## src/design/pfa_ram.sv

```systemverilog
// generic single write port, single read port ram with registered read
// no dependencies
`default_nettype none

module pfa_ram #(
   parameter int WIDTH = 64,
   parameter int DEPTH = 64
) (
   input  wire logic                     clock,
   input  wire logic                     we,
   input  wire logic [$clog2(DEPTH)-1:0] waddr,
   input  wire logic [WIDTH-1:0]         wdata,
   input  wire logic [$clog2(DEPTH)-1:0] raddr,
   output logic      [WIDTH-1:0]         rdata
);

   logic [WIDTH-1:0] mem_ff [DEPTH];
   logic [WIDTH-1:0] rdata_ff;

   always_ff @(posedge clock) begin
      if (we) begin
         mem_ff[waddr] <= wdata;
      end
      rdata_ff <= mem_ff[raddr];
   end

   assign rdata = rdata_ff;

endmodule

`default_nettype wire

```

## config.mk

```make
export PLATFORM = sky130hd
export DESIGN_NAME = pfa_ram
export DESIGN_NICKNAME = d
export VERILOG_FILES = /design/src/design/pfa_ram.sv
export SDC_FILE = /design/constraint.sdc
export NUM_CORES = 2
export LEC_CHECK = 0
export BUFFER_PORTS_ARGS = -buffer_cell sky130_fd_sc_hd__buf_2
export CORE_MARGIN = 4
export CORE_UTILIZATION = 29
export DETAILED_ROUTE_END_ITERATION = 8
export PLACE_DENSITY = 0.39
export SYNTH_ARGS = -nofsm -noshare
export SYNTH_HDL_FRONTEND = slang
export SYNTH_SLANG_ARGS = --single-unit
```

## constraint.sdc

```tcl
create_clock -name clock -period 17.3 [get_ports clock]
set_input_delay 1.73 -clock clock [delete_from_list [all_inputs] [get_ports clock]]
set_output_delay 1.73 -clock clock [all_outputs]
set_load 0.01 [all_outputs]
```

; After elaboration in Yosys (flattened, before gate mapping)
; Memories as Yosys holds them, arrays and structs flattened. A register that Yosys moved wholly into a read port is not among the register bits.
; Cells that the tools add are included.
; Widths: inputs -> output; s select.
[totals]
reg_bits = 0
ram_bits = 4096
in_bits = 78
output_inout_bits = 64
wordCells = 3
n_memories = 1
[mem_list]
columns = name, words, width, rd, rd_ports_with_merged_regs, write_ports, line
row1 = mem_ff, 64, 64, 1, 1, 1, 17  ; logic [WIDTH-1:0] mem_ff [DEPTH];
[op_classes]
muxes = 2
[op_table]
columns = op, count
row1 = $mux 1, 2

; Longest topological paths before layout
[logic_depth]
depth_word = 2
depth_mapped = 9
mapped_depth_nobuf = 5

; Worst setup path before layout
; Ideal clock, no wire load.
[synth_path]
path_kind = input-to-reg
start = in waddr[3]
end = mem mem_ff[48][0], enable pin
setup_ps = 564
t_arrival_ps = 6602
required_time_ps = 16736
path_slack_ps = 10134
stages = 4
n_path_buf = 1
path_cell_list = clkbuf_1 nor2b_1 nand4b_1 nor3_1
[synth_rtl]
columns = element, line
row1 = start: declaration, 11  ; input wire logic [$clog2(DEPTH)-1:0] waddr,
row2 = end: declaration, 17
; Straight into the memory's write port.

==> metrics.md <==
| Metric | Value |
|---|---|
| Yosys reg bits | 4,160 |
| Net count, final | slightly above 7,000 |
| Proportion of netlist area held by the largest area contributor | 78.67% |
| Fin Setup TNS | 0 ns |
| Initial DRC count | approximately 7,300 |
| GPL Wtd Cong | slightly above 0.7 |
| Clk_skew | between 0.07 and 0.08 ns |
| CP bufs+invs | 5 |
| Post-CTS Hold Buffers | 0 |
| Crit-path most repeated cell | buf_4 |
| Vias in the first global route | approximately 80,000 |
| Mapped Cells | ~6,600 |
| Worst path max stage delay | between 0.8 and 0.9 ns |
| Req. time, crit path | between 15 and 20 ns |
| Crit path max-delay family | buffers and inverters |
| Top cells by area, synth | edfxtp_1, mux4_2, mux2i_1, dfxtp_1, a22oi_1 |
| Core area | approximately 540,000 sq um |
| Synth Cell Area | about 160,000 sq um |
| Max-slew violations | 0 |
| Wire per inst | approximately 36 um |
| Syn_area_per_cell | 23.70 sq um |
| Unrepaired setup endpoints after global routing | false |
| Hold WC Path Type | reg2reg |
| P_leak | between 50 and 60 nW |
| Syn. warnings | 0 |
| CTS clk-pin slew, worst paths | 0.06 ns |
| Outcome | completed |
| Worst Path Arrival | 6.38 ns |
| CP Launch Type | input port |
| Slew margin rel. | approximately 16% |
| Power Density | between 100 and 150 nW/um^2 |
| Crit Path Class | in2reg |
| Rows | 269 |
| Crit path launch | raddr[0] |
| Drt via density | roughly 5.1 |
| TritonCTS clock tree | yes |
| Routed WL | ~520,000 um |
| First-pass GRT wire length | 707,600 um |
| # DRC | 0 |
| Root Buffer | clkbuf_16 |
| CTS max path bufs | 4 |
| Port bufs | about 140 |
| H-tree Lvls | 5 |
| Dominant synthesized flop cell | edfxtp_1 |
| Largest net degree at the start of global routing | about 110 |
| Area growth syn-to-layout | 16.37% |
| Top cells by count, synth | edfxtp_1, mux4_2, buf_2, a22oi_1, clkbuf_1 |
| Final Cycle Share | 32.20% |
| DR vias | between 70,000 and 80,000 |
| Final setup viols | 0 |
| Layout cells sized above 1 | a little under 30% |
| Gr ovfl total | 0 |
| Die Y | ~740 um |
| Clk_lat worst skew | 1.05 ns |
| DP HPWL | 271,800 um |
| Final Critical Period | ~5.6 ns |
| Total CTS buffers | 461 |
| Worst Path Max Fanout | 75 |
| Die Wd | 742.3 um |
| Top-level port count | approximately 140 |
| Library cells used by synthesis | 33 |
| Seq/Total Area, Yosys | 79.49% |
| Max rail drop VDD | between 0.00008 and 0.00009 V |
| Drt pass-1 iters | 5 |
| Starting Density | ~29% |
| CP max-delay cell | buf_4 |
| Post-synth ARST share | 0% |
| # Post-CTS Setup Buffers | 0 |
| GRT Overall Usage | 18.73% |
| Most common cell in the netlist | edfxtp_1 |
| CTS resizes | 0 |
| Die area | roughly 550,000 sq um |
| Cell Chain, Critical Path | buf_12 -> buf_4 -> buf_12 -> buf_4 -> buf_4 -> mux4_2 -> mux2i_1 -> o22ai_1 -> a41oi_1 -> a211oi_1 |
| Fmax | 179.5 MHz |
| Initial antenna violation count | 62 |
| Slew @ Worst Pin | 1.253 ns |
| Final hold vios | 0 |
| Number of flops mapped to enable cells by yosys | 4,096 |
| Setup crit end kind | register |
| Worst hold path startpoint | mem_ff[39][18]$_DFFE_PP_ |
| Post-synth net total | roughly 6,700 |
| R2r startpoint | mem_ff[63][6]$_DFFE_PP_ |
| Largest area contributor in the netlist | edfxtp_1 |
| CTS Sinks | roughly 4,200 |
| MaxCap Viol Count | 0 |
| Final Util | 33.89% |
| Post-route ant nets | 0 |
[layout by cell type (no fill, tap or decap), types with 8 or more instances in the layout]
cell type,netlist,routed
a211oi_1,63,62
a22o_1,88,88
a22oi_1,168,168
a2bb2oi_1,19,19
a31oi_1,18,18
a41oi_1,26,26
and3_1,64,64
buf_12,0,27
buf_2,170,138
buf_4,34,195
bufinv_16,0,41
clkbuf_1,140,95
clkbuf_16,0,466
clkbuf_8,0,29
clkinv_1,0,93
clkinv_16,0,8
clkinv_2,0,101
clkinvlp_4,0,8
dfxtp_1,64,64
diode_2,0,30
edfxtp_1,4096,4096
inv_1,19,19
inv_6,0,9
mux2i_1,135,135
mux4_2,1024,1024
nand2_1,58,54
nand2b_1,11,9
nand3_1,45,45
nor2_1,112,47
nor2_4,0,65
nor2b_1,28,24
o221ai_1,38,38
o22ai_1,83,83
or2_2,28,28
or3_1,29,29
[metrics by stage]
step	cells	power (mW)	worst slack (ns)	hold WS [ns]	instance area [sq um]
floorplan	6598	11.92	10.13	0.7878	156300
global placement	13770	12.44	10.47	0.8206	166900
detailed placement	13770	12.45	10.51	0.8256	166900
CTS	14630	22.25	11.62	0.8289	181900
global route	14630	22.73	11.30	0.8524	181900
finish	14660	21.94	11.73	0.8211	181900
[where the power goes]
part	internal [mW]	switching (mW)
Sequential	11.2	0.0571
Clock	5.67	4.08
Combinational	0.343	0.634
[tightest hold or removal path: stages (launching register included)]
cell,delay [ns]
edfxtp_1,0.31
mux4_2,0.22
a22oi_1,0.06
nand3_1,0.07
and3_1,0.14
[layout make-up]
class / count / area [sq um]
antenna: 30 / 75.07
clock buffer: 590 / 12420
clock inverter: 268 / 2595
fill: 50010 / 354900
inverter: 19 / 71.32
multi-input combinational: 2049 / 30790
sequential: 4160 / 124300
tap: 7181 / 8985
timing repair buffer: 362 / 2725
[state kept, by name (all words and copies together), names as in the netlist]
| register | flops |
|---|---|
| mem_ff | 4096 |
| rdata | 64 |
[cells by family (layout without fill, tap and decap cells)]
kind of cell	count (synthesis)	count (layout)	share of synthesized area (%)
compound gates	504	504	2.477
buf+inv	389	1239	1.180
flops	4160	4160	79.49
mux	1159	1159	15.61
other cells	0	30	0
simple gates	386	386	1.240
[routing by layer]
metal	part of all wire (%)	GRT usage, %	wire length [um]	vias up
met4	2.0	3.662	10500	4
met2	50	32.33	263600	1995
li1	-	-	-	29530
met5	0.0050	0	26	-
met3	4.2	2.242	21960	578
met1	43	25.61	227700	42570
[final timing paths]
path | end | slack (ns) | cells after the start
max | rdata[19]$_DFF_P_ | 11.73 | 10
min | rdata[18]$_DFF_P_ | 0.82 | 4
max reg2reg | rdata[6]$_DFF_P_ | 15.08 | 5
min reg2reg | rdata[18]$_DFF_P_ | 0.82 | 4
Note: power is estimated with default switching activity, not from simulation.
